File: config.mk
export PLATFORM = sky130hd
export DESIGN_NAME = account_id_base32_crc_encoder_flat
export DESIGN_NICKNAME = d
export VERILOG_FILES = /design/src/hdl/acb32_pkg.sv /design/src/hdl/acb32_req_if.sv /design/src/hdl/acb32_rsp_if.sv /design/src/hdl/acb32_csr_if.sv /design/src/hdl/acb32_front.sv /design/src/hdl/acb32_queue.sv /design/src/hdl/acb32_back.sv /design/src/hdl/account_id_base32_crc_encoder.sv /design/src/flat_wrapper.sv
export SDC_FILE = /design/constraint.sdc
export NUM_CORES = 1
export LEC_CHECK = 0
export BUFFER_PORTS_ARGS = -buffer_cell sky130_fd_sc_hd__buf_2
export CORE_UTILIZATION = 25
export CTS_CLUSTER_DIAMETER = 60
export DETAILED_ROUTE_END_ITERATION = 10
export SETUP_SLACK_MARGIN = 0.3
export SKIP_LAST_GASP = 1
export SLEW_MARGIN = 15
export SYNTH_ARGS = -nofsm -noshare
export SYNTH_HDL_FRONTEND = slang
export SYNTH_SLANG_ARGS = --single-unit
File: constraint.sdc
create_clock -name clock -period 4.3 [get_ports clock]
set_input_delay 0 -clock clock [delete_from_list [all_inputs] [get_ports clock]]
set_output_delay 0 -clock clock [all_outputs]
set_load 0.1 [all_outputs]
File: src/hdl/acb32_pkg.sv
// ---------------------------------------------------------------------------
// acb32_pkg
// Shared types, constants and functions of the base32 account-id encoder.
// ---------------------------------------------------------------------------
package acb32_pkg;

   localparam int unsigned POS_W       = 6;
   localparam int unsigned ACC_W       = 12;
   localparam int unsigned PEND_W      = 4;
   localparam int unsigned QUEUE_DEPTH = 2;
   localparam int unsigned QPTR_W      = $clog2(QUEUE_DEPTH);
   localparam int unsigned QCNT_W      = $clog2(QUEUE_DEPTH + 1);

   localparam logic [15:0] CRC_POLY      = 16'h1021;
   localparam logic [15:0] CRC_INIT      = 16'h0000;
   localparam logic [7:0]  VERSION_RESET = 8'd48;

   localparam logic [6:0] CHAR_UPPER_A = 7'h41;
   localparam logic [6:0] CHAR_DIGIT_2 = 7'h32;
   localparam logic [4:0] ALPHA_COUNT  = 5'd26;

   // byte slot within one queue entry
   localparam logic [1:0] SLOT_VERSION = 2'd0;
   localparam logic [1:0] SLOT_KEY     = 2'd1;
   localparam logic [1:0] SLOT_CRC_LO  = 2'd2;
   localparam logic [1:0] SLOT_CRC_HI  = 2'd3;

   typedef struct packed {
      logic [7:0]  key;
      logic [7:0]  version;
      logic [15:0] crc;
      logic        first;
      logic        last;
   } q_entry_type;

   typedef struct packed {
      logic full;
      logic head_valid;
   } q_status_type;

   function automatic logic [15:0] crc_byte(input logic [15:0] crc, input logic [7:0] b);
      logic [15:0] c;
      c = crc ^ {b, 8'h00};
      for (int k = 0; k < 8; k++) begin
         c = c[15] ? ((c << 1) ^ CRC_POLY) : (c << 1);
      end
      return c;
   endfunction

   function automatic logic [6:0] b32_char(input logic [4:0] v);
      logic [6:0] r;
      if (v < ALPHA_COUNT) begin
         r = CHAR_UPPER_A + {2'b00, v};
      end else begin
         r = CHAR_DIGIT_2 + {2'b00, v} - {2'b00, ALPHA_COUNT};
      end
      return r;
   endfunction

endpackage

File: src/hdl/acb32_req_if.sv
// ---------------------------------------------------------------------------
// acb32_req_if
// Key byte input channel.
// ---------------------------------------------------------------------------
interface acb32_req_if;
   logic       valid;
   logic       ready;
   logic [7:0] key_byte;

   modport source (output valid, output key_byte, input ready);
   modport sink   (input valid, input key_byte, output ready);
endinterface

File: src/hdl/acb32_rsp_if.sv
// ---------------------------------------------------------------------------
// acb32_rsp_if
// Base32 character result channel.
// ---------------------------------------------------------------------------
interface acb32_rsp_if;
   logic       valid;
   logic       ready;
   logic [6:0] text_char;
   logic       last_char;

   modport source (output valid, output text_char, output last_char, input ready);
   modport sink   (input valid, input text_char, input last_char, output ready);
endinterface

File: src/hdl/acb32_csr_if.sv
// ---------------------------------------------------------------------------
// acb32_csr_if
// Version byte register write channel.
// ---------------------------------------------------------------------------
interface acb32_csr_if;
   logic       valid;
   logic       ready;
   logic [7:0] version_byte;

   modport source (output valid, output version_byte, input ready);
   modport sink   (input valid, input version_byte, output ready);
endinterface

File: src/hdl/acb32_front.sv
// ---------------------------------------------------------------------------
// acb32_front
// Accepts key bytes, tracks byte position and running crc, tags each beat.
// ---------------------------------------------------------------------------
module acb32_front
   import acb32_pkg::*;
#(
   parameter int unsigned KEY_BYTES = 32
) (
   input  logic           clock,
   input  logic           reset,
   acb32_req_if.sink      req_bus,
   acb32_csr_if.sink      csr_bus,
   input  q_status_type   q_stat,
   output logic           push,
   output q_entry_type    push_entry
);

   logic [7:0]       version_ff, version_in;
   logic [15:0]      ver_crc_ff, ver_crc_in;
   logic [15:0]      crc_ff, crc_in;
   logic [POS_W-1:0] pos_ff, pos_in;
   logic             first;
   logic             last;
   logic [15:0]      crc_base;
   logic [15:0]      crc_new;

   assign csr_bus.ready = 1'b1;
   assign req_bus.ready = !q_stat.full;
   assign push          = req_bus.valid && req_bus.ready;

   assign first    = (pos_ff == '0);
   assign last     = (pos_ff == POS_W'(KEY_BYTES - 1));
   // crc of the version byte alone is kept ready so only one byte step sits here
   assign crc_base = first ? ver_crc_ff : crc_ff;
   assign crc_new  = crc_byte(crc_base, req_bus.key_byte);

   always_comb begin
      push_entry.key     = req_bus.key_byte;
      push_entry.version = version_ff;
      push_entry.crc     = crc_new;
      push_entry.first   = first;
      push_entry.last    = last;
   end

   always_comb begin
      version_in = version_ff;
      ver_crc_in = ver_crc_ff;
      crc_in     = crc_ff;
      pos_in     = pos_ff;
      if (csr_bus.valid && csr_bus.ready) begin
         version_in = csr_bus.version_byte;
         ver_crc_in = crc_byte(CRC_INIT, csr_bus.version_byte);
      end
      if (push) begin
         crc_in = crc_new;
         pos_in = last ? '0 : pos_ff + POS_W'(1);
      end
   end

   always_ff @(posedge clock) begin
      if (reset) begin
         version_ff <= VERSION_RESET;
         ver_crc_ff <= crc_byte(CRC_INIT, VERSION_RESET);
         crc_ff     <= CRC_INIT;
         pos_ff     <= '0;
      end else begin
         version_ff <= version_in;
         ver_crc_ff <= ver_crc_in;
         crc_ff     <= crc_in;
         pos_ff     <= pos_in;
      end
   end

endmodule

File: src/hdl/acb32_queue.sv
// ---------------------------------------------------------------------------
// acb32_queue
// Short fifo of tagged key beats between front and back.
// ---------------------------------------------------------------------------
module acb32_queue
   import acb32_pkg::*;
(
   input  logic          clock,
   input  logic          reset,
   input  logic          push,
   input  q_entry_type   push_entry,
   input  logic          pop,
   output q_status_type  q_stat,
   output q_entry_type   head
);

   q_entry_type       mem [QUEUE_DEPTH];
   logic [QPTR_W-1:0] wr_ptr_ff, wr_ptr_in;
   logic [QPTR_W-1:0] rd_ptr_ff, rd_ptr_in;
   logic [QCNT_W-1:0] count_ff, count_in;

   assign q_stat.full       = (count_ff == QCNT_W'(QUEUE_DEPTH));
   assign q_stat.head_valid = (count_ff != '0);
   assign head              = mem[rd_ptr_ff];

   always_comb begin
      wr_ptr_in = wr_ptr_ff;
      rd_ptr_in = rd_ptr_ff;
      count_in  = count_ff;
      if (push) begin
         wr_ptr_in = (wr_ptr_ff == QPTR_W'(QUEUE_DEPTH - 1)) ? '0 : wr_ptr_ff + QPTR_W'(1);
      end
      if (pop) begin
         rd_ptr_in = (rd_ptr_ff == QPTR_W'(QUEUE_DEPTH - 1)) ? '0 : rd_ptr_ff + QPTR_W'(1);
      end
      if (push && !pop) begin
         count_in = count_ff + QCNT_W'(1);
      end else if (pop && !push) begin
         count_in = count_ff - QCNT_W'(1);
      end
   end

   always_ff @(posedge clock) begin
      if (push) begin
         mem[wr_ptr_ff] <= push_entry;
      end
   end

   always_ff @(posedge clock) begin
      if (reset) begin
         wr_ptr_ff <= '0;
         rd_ptr_ff <= '0;
         count_ff  <= '0;
      end else begin
         wr_ptr_ff <= wr_ptr_in;
         rd_ptr_ff <= rd_ptr_in;
         count_ff  <= count_in;
      end
   end

endmodule

File: src/hdl/acb32_back.sv
// ---------------------------------------------------------------------------
// acb32_back
// Streams payload bytes via a bit accumulator, one char per unstalled cycle.
// ---------------------------------------------------------------------------
module acb32_back
   import acb32_pkg::*;
(
   input  logic          clock,
   input  logic          reset,
   input  q_status_type  q_stat,
   input  q_entry_type   head,
   output logic          pop,
   acb32_rsp_if.source   rsp_bus
);

   logic [ACC_W-1:0]  acc_ff, acc_in;
   logic [PEND_W-1:0] pend_ff, pend_in;
   logic              tail_ff, tail_in;
   logic              started_ff, started_in;
   logic [1:0]        slot_ff, slot_in;
   logic              out_valid_ff, out_valid_in;
   logic [6:0]        out_char_ff, out_char_in;
   logic              out_last_ff, out_last_in;

   logic              fire;
   logic              do_drain;
   logic              do_flush;
   logic              do_load;
   logic [1:0]        slot_cur;
   logic [1:0]        slot_end;
   logic [7:0]        slot_byte;
   logic [ACC_W-1:0]  load_acc;
   logic [PEND_W-1:0] load_pend;
   logic [PEND_W-1:0] rem_pend;
   logic [4:0]        value;

   assign rsp_bus.valid     = out_valid_ff;
   assign rsp_bus.text_char = out_char_ff;
   assign rsp_bus.last_char = out_last_ff;

   assign fire     = !out_valid_ff || rsp_bus.ready;
   assign do_drain = (pend_ff >= PEND_W'(5));
   // leftover bits of a finished text go out before the next text starts
   assign do_flush = !do_drain && tail_ff;
   assign do_load  = !do_drain && !tail_ff && q_stat.head_valid;

   assign slot_cur = started_ff ? slot_ff : (head.first ? SLOT_VERSION : SLOT_KEY);
   assign slot_end = head.last ? SLOT_CRC_HI : SLOT_KEY;

   always_comb begin
      case (slot_cur)
         SLOT_VERSION: slot_byte = head.version;
         SLOT_KEY:     slot_byte = head.key;
         SLOT_CRC_LO:  slot_byte = head.crc[7:0];
         SLOT_CRC_HI:  slot_byte = head.crc[15:8];
         default:      slot_byte = head.key;
      endcase
   end

   assign load_acc  = {acc_ff[3:0], slot_byte};
   assign load_pend = pend_ff + PEND_W'(8);
   assign rem_pend  = do_load ? load_pend - PEND_W'(5) : pend_ff - PEND_W'(5);

   always_comb begin
      if (do_load) begin
         value = 5'(load_acc >> rem_pend);
      end else if (do_drain) begin
         value = 5'(acc_ff >> rem_pend);
      end else begin
         value = 5'(acc_ff << (PEND_W'(5) - pend_ff));
      end
   end

   always_comb begin
      acc_in       = acc_ff;
      pend_in      = pend_ff;
      tail_in      = tail_ff;
      started_in   = started_ff;
      slot_in      = slot_ff;
      out_valid_in = out_valid_ff;
      out_char_in  = out_char_ff;
      out_last_in  = out_last_ff;
      pop          = 1'b0;
      if (fire) begin
         out_valid_in = do_drain || do_flush || do_load;
         out_char_in  = b32_char(value);
         out_last_in  = 1'b0;
         if (do_drain) begin
            pend_in = rem_pend;
            if (tail_ff && rem_pend == '0) begin
               out_last_in = 1'b1;
               tail_in     = 1'b0;
            end
         end else if (do_flush) begin
            pend_in     = '0;
            tail_in     = 1'b0;
            out_last_in = 1'b1;
         end else if (do_load) begin
            acc_in  = load_acc;
            pend_in = rem_pend;
            if (slot_cur == slot_end) begin
               pop        = 1'b1;
               started_in = 1'b0;
               if (head.last) begin
                  tail_in     = (rem_pend != '0);
                  out_last_in = (rem_pend == '0);
               end
            end else begin
               started_in = 1'b1;
               slot_in    = slot_cur + 2'd1;
            end
         end
      end
   end

   always_ff @(posedge clock) begin
      if (reset) begin
         pend_ff      <= '0;
         tail_ff      <= 1'b0;
         started_ff   <= 1'b0;
         slot_ff      <= SLOT_VERSION;
         out_valid_ff <= 1'b0;
      end else begin
         pend_ff      <= pend_in;
         tail_ff      <= tail_in;
         started_ff   <= started_in;
         slot_ff      <= slot_in;
         out_valid_ff <= out_valid_in;
      end
      acc_ff      <= acc_in;
      out_char_ff <= out_char_in;
      out_last_ff <= out_last_in;
   end

endmodule

File: src/hdl/account_id_base32_crc_encoder.sv
// A key beat's characters pass through its queue entry and then the result register.
// The back end emits one character per cycle while the result channel is ready; the
// first byte of a text also carries the version byte, the final byte the crc bytes.
// The front takes a beat in every cycle in which the 2-entry queue has room.
// Reset (synchronous, active high) restores version byte 48, clears position, crc,
// pending bits and all queue and result valids.
// ---------------------------------------------------------------------------
// account_id_base32_crc_encoder
// Version byte, key and crc-16/xmodem encoded as unpadded base32 text.
// ---------------------------------------------------------------------------
module account_id_base32_crc_encoder
   import acb32_pkg::*;
#(
   parameter int unsigned KEY_BYTES = 32
) (
   input  logic        clock,
   input  logic        reset,
   acb32_req_if.sink   req_bus,
   acb32_csr_if.sink   csr_bus,
   acb32_rsp_if.source rsp_bus
);

   q_status_type q_stat;
   q_entry_type  push_entry;
   q_entry_type  head;
   logic         push;
   logic         pop;

   acb32_front #(
      .KEY_BYTES (KEY_BYTES)
   ) u_front (
      .clock      (clock),
      .reset      (reset),
      .req_bus    (req_bus),
      .csr_bus    (csr_bus),
      .q_stat     (q_stat),
      .push       (push),
      .push_entry (push_entry)
   );

   acb32_queue u_queue (
      .clock      (clock),
      .reset      (reset),
      .push       (push),
      .push_entry (push_entry),
      .pop        (pop),
      .q_stat     (q_stat),
      .head       (head)
   );

   acb32_back u_back (
      .clock   (clock),
      .reset   (reset),
      .q_stat  (q_stat),
      .head    (head),
      .pop     (pop),
      .rsp_bus (rsp_bus)
   );

   // every character beat is a legal base32 letter or digit
   a_char_legal: assert property (@(posedge clock) disable iff (reset)
      rsp_bus.valid |-> ((rsp_bus.text_char >= 7'h41 && rsp_bus.text_char <= 7'h5A) ||
                         (rsp_bus.text_char >= 7'h32 && rsp_bus.text_char <= 7'h37)))
      else $error("illegal base32 character on result channel");

   a_no_push_full: assert property (@(posedge clock) disable iff (reset)
      push |-> !q_stat.full)
      else $error("queue written while full");

   a_no_pop_empty: assert property (@(posedge clock) disable iff (reset)
      pop |-> q_stat.head_valid)
      else $error("queue read while empty");

   a_reset_idle: assert property (@(posedge clock)
      reset |=> !rsp_bus.valid)
      else $error("result valid after reset");

endmodule
File: src/flat_wrapper.sv
// flat-port wrapper written by rule: the top's interface ports become plain ports
module account_id_base32_crc_encoder_flat import acb32_pkg::*;
#(
   parameter int unsigned KEY_BYTES = 32
)
  (clock, reset, req_bus_valid, req_bus_key_byte, req_bus_ready, csr_bus_valid, csr_bus_version_byte, csr_bus_ready, rsp_bus_valid, rsp_bus_text_char, rsp_bus_last_char, rsp_bus_ready);
  acb32_req_if req_bus_i ();
  acb32_csr_if csr_bus_i ();
  acb32_rsp_if rsp_bus_i ();
  input  logic clock;
  input  logic reset;
  input wire logic [$bits(req_bus_i.valid)-1:0] req_bus_valid;
  input wire logic [$bits(req_bus_i.key_byte)-1:0] req_bus_key_byte;
  output wire logic [$bits(req_bus_i.ready)-1:0] req_bus_ready;
  input wire logic [$bits(csr_bus_i.valid)-1:0] csr_bus_valid;
  input wire logic [$bits(csr_bus_i.version_byte)-1:0] csr_bus_version_byte;
  output wire logic [$bits(csr_bus_i.ready)-1:0] csr_bus_ready;
  output wire logic [$bits(rsp_bus_i.valid)-1:0] rsp_bus_valid;
  output wire logic [$bits(rsp_bus_i.text_char)-1:0] rsp_bus_text_char;
  output wire logic [$bits(rsp_bus_i.last_char)-1:0] rsp_bus_last_char;
  input wire logic [$bits(rsp_bus_i.ready)-1:0] rsp_bus_ready;
  assign req_bus_i.valid = req_bus_valid;
  assign req_bus_i.key_byte = req_bus_key_byte;
  assign req_bus_ready = req_bus_i.ready;
  assign csr_bus_i.valid = csr_bus_valid;
  assign csr_bus_i.version_byte = csr_bus_version_byte;
  assign csr_bus_ready = csr_bus_i.ready;
  assign rsp_bus_valid = rsp_bus_i.valid;
  assign rsp_bus_text_char = rsp_bus_i.text_char;
  assign rsp_bus_last_char = rsp_bus_i.last_char;
  assign rsp_bus_i.ready = rsp_bus_ready;
  account_id_base32_crc_encoder #(.KEY_BYTES(KEY_BYTES)) u_core (.clock(clock), .reset(reset), .req_bus(req_bus_i), .csr_bus(csr_bus_i), .rsp_bus(rsp_bus_i));
endmodule
==> impl_metrics.tcl <==
set metrics [dict create \
    drtIter0Drc 477 \
    endpoint_kind "flip-flop" \
    cts_tree "built" \
    grt.total_usage_pct 12.1 \
    finalCritPeriodShare_pct 85.9 \
    setup_tns_ns 0 \
    rsz0062_at_grt "false" \
    area_growth_syn_to_layout_pct 19.7 \
    clock.fmax_mhz 271 \
    vias 5110 \
    maxCapViolations 0 \
    antenna_found_initial 0 \
    ys_seq_area_share_pct 51.9 \
    gp_congestion 0.903 \
    clk_latency_ns 0.43 \
    critPathArrivalTime_ns 3.87 \
    hold_class "in -> reg" \
    drc 0 \
    crit_path_start_kind "flip-flop" \
    finalSetupViolations 0 \
    hold_violations 0 \
    synth.area.top_cells "edfxtp_1 37%, dfxtp_1 15%, mux2i_1 6.5%, xnor2_1 4.4%, nor2_1 3.9%" \
    cpLargestDelayFamily "compound AO/OA/AOI/OAI gates" \
    coreArea_um2 27900 \
    dp.cells 1054 \
    crit_path_max_fanout 16 \
    die_w_um 171 \
    netlist.area_leader.share_pct 37.2 \
    postRouteAntennaNets 0 \
    critPathBufInv 1 \
    cts_made_buffers 17 \
    start_util_pct 25.5 \
    worstPathRequired_ns 4.48 \
    yosys.cell_count.top_type "edfxtp_1" \
    die_h_um 171 \
    max_slew_margin_pct 23.0 \
    drive_gt1_share_pct 16.6 \
    grt-ovfl-total 0 \
    crit_path_cell_trace "nor2b_1 -> a211oi_1 -> a21oi_2 -> ha_1 -> buf_4 -> a222oi_1 -> a221o_1 -> nand2_1 -> mux4_2 -> nor2_1 -> a21oi_1 -> a21o_1 -> ha_2 -> o21ai_4 -> o21ai_2 -> xnor2_1" \
    tightest_slew_ns 1.14 \
    post_drt_wl_per_cell_um 15.0 \
    crit_path_top_delay_cell "mux4_2" \
    clk_pin_slew_ns 0.06 \
    grt_max_degree 51 \
    row_count 61 \
    slowest_delay_ns 0.47 \
    diodes 0 \
    synth_common_cells "88 x edfxtp_1, 74 x nor2_1, 68 x nand2_1" \
    cts-root-buf "clkbuf_16" \
    synth.largest_area_cell "edfxtp_1" \
    syn_nets 698 \
    drtPass1Iterations 6 \
    finalWirelength_um 16500 \
    status "complete, no violations" \
    fin_area_um2 8500 \
    synth.avg_cell_area_um2 10.7 \
    placed_cell_area_um2 7710 \
    ys_async_sr_fraction_pct 0 \
    fp.dieArea_um2 29100 \
    final_cells 1102 \
    portBuffers 30 \
    nets 748 \
    htree_levels 4 \
    yosysWarningCount 0 \
    netlist_area_um2 7100 \
    ys_seq_elements 140 \
    ys.flop_type "edfxtp_1" \
    synth-edff-count 88 \
    period_minus_slack_ns 3.69 \
    clock_path_buffers 2 \
    slew_viol_final 0 \
    ioPinCount 32 \
    grt_pass1_wl_um 27100 \
    dp_hpwl_um 11600 \
    syn_inst 661 \
    final.setup_skew_ns 0.0116 \
    criticalPathCategory "reg -> reg" \
    clock-sinks 140 \
    grt_pass1_vias 5009 \
    yosysUniqueCellTypes 68 \
    postCtsSetupBuffers 0 \
    post_drt_via_cell_ratio 4.64 \
]
-- path summary, 6_finish.rpt --
check	start	to	slack, ns	depth (start not counted)
max	u_core.u_queue.mem[0][1]	u_core.u_back.rsp_bus.text_char[3]	0.61	16
max reg2reg	u_core.u_queue.mem[0][1]	u_core.u_back.rsp_bus.text_char[3]	0.61	16
min	rsp_bus_ready	u_core.u_back.pend_ff[3]	0.06	4
min reg2reg	u_core.u_front.crc_ff[4]	u_core.u_front.crc_ff[4]	0.45	2
-- worst min-delay path, stage by stage --
cell     delay, ns
buf_2         0.08
nor2b_1       0.10
a22oi_1       0.21
nor2_1        0.05
-- flip-flops by register name, indices dropped and copies added (netlist names), named ones only --
name	cells
u_core.u_back.pend_ff	4
u_core.u_queue.mem	68
u_core.u_front.version_ff	5
u_core.u_back.slot_ff	2
u_core.u_queue.count_ff	2
u_core.u_front.crc_ff	16
u_core.u_back.tail_ff	1
u_core.u_back.acc_ff	12
u_core.u_back.started_ff	1
u_core.u_front.pos_ff	6
u_core.u_queue.rd_ptr_ff	1
u_core.u_front.ver_crc_ff	11
u_core.u_back.rsp_bus.text_char	7
u_core.u_back.rsp_bus.last_char	1
u_core.u_queue.wr_ptr_ff	1
u_core.u_back.rsp_bus.valid	1
-- cells in the final DEF (no fill, tap or decap), types with 13 or more instances in the layout --
cell,n
edfxtp_1,88
nor2_1,73
nand2_1,68
dfxtp_1,51
mux2i_1,46
xnor2_1,36
a21oi_1,30
buf_2,30
nand3_1,23
inv_1,22
buf_4,20
a22oi_1,19
clkbuf_16,17
dlygate4sd3_1,16
xor2_1,14
a211oi_1,14
ha_1,14
nor3_1,13
-- per-layer routing --
layer	part of all wire [%]	track usage, %	wire, µm	vias up
met5	0	0	0	-
met4	1.7	3.84	287	0
met3	4.8	2.57	798	25
met2	46	18.6	7630	154
met1	47	16.9	7800	2438
li1	-	-	-	2493
-- per-stage QoR --
stage / utilization, % / hold slack, ns / setup slack, ns
5_1_grt: 30.5 / 0.105 / 0.348
2_1_floorplan: - / 0.0989 / 0.520
3_3_place_gp: 27.7 / 0.219 / 0.501
6_report: 30.5 / 0.0649 / 0.607
3_5_place_dp: 27.7 / 0.231 / 0.405
4_1_cts: 30.4 / 0.0577 / 0.331
-- kinds of logic (layout without fill, tap and decap cells) --
| logic type | after synthesis | in the layout | share of synthesized area (%) |
|---|---|---|---|
| compound gates | 121 | 121 | 12.5 |
| xor+xnor | 52 | 52 | 6.63 |
| fa+ha+maj | 16 | 16 | 2.82 |
| buf+inv | 59 | 122 | 3.54 |
| flops | 140 | 140 | 51.9 |
| mux | 59 | 59 | 9.18 |
| other cells | 1 | 1 | 0.0528 |
| simple gates | 213 | 213 | 13.4 |
-- area by class of cell --
cell class / count / area [µm²]
Clock buffer: 17 / 425
Clock inverter: 15 / 174
Fill cell: 2840 / 19400
Inverter: 24 / 90.1
Multi-Input combinational cell: 462 / 3190
Sequential cell: 140 / 3680
Tap cell: 378 / 473
Timing Repair Buffer: 66 / 460
-- repair_timing --
item / in CTS / in global routing
gates resized for setup: 0 / 8
endpoints found under the hold margin: 26 / 0
hold buffers: 16 / 0
setup endpoints to repair: 0 / 6
Power is not shown: default switching activity piles up to over one toggle a cycle in this logic, so the estimate is an artifact.
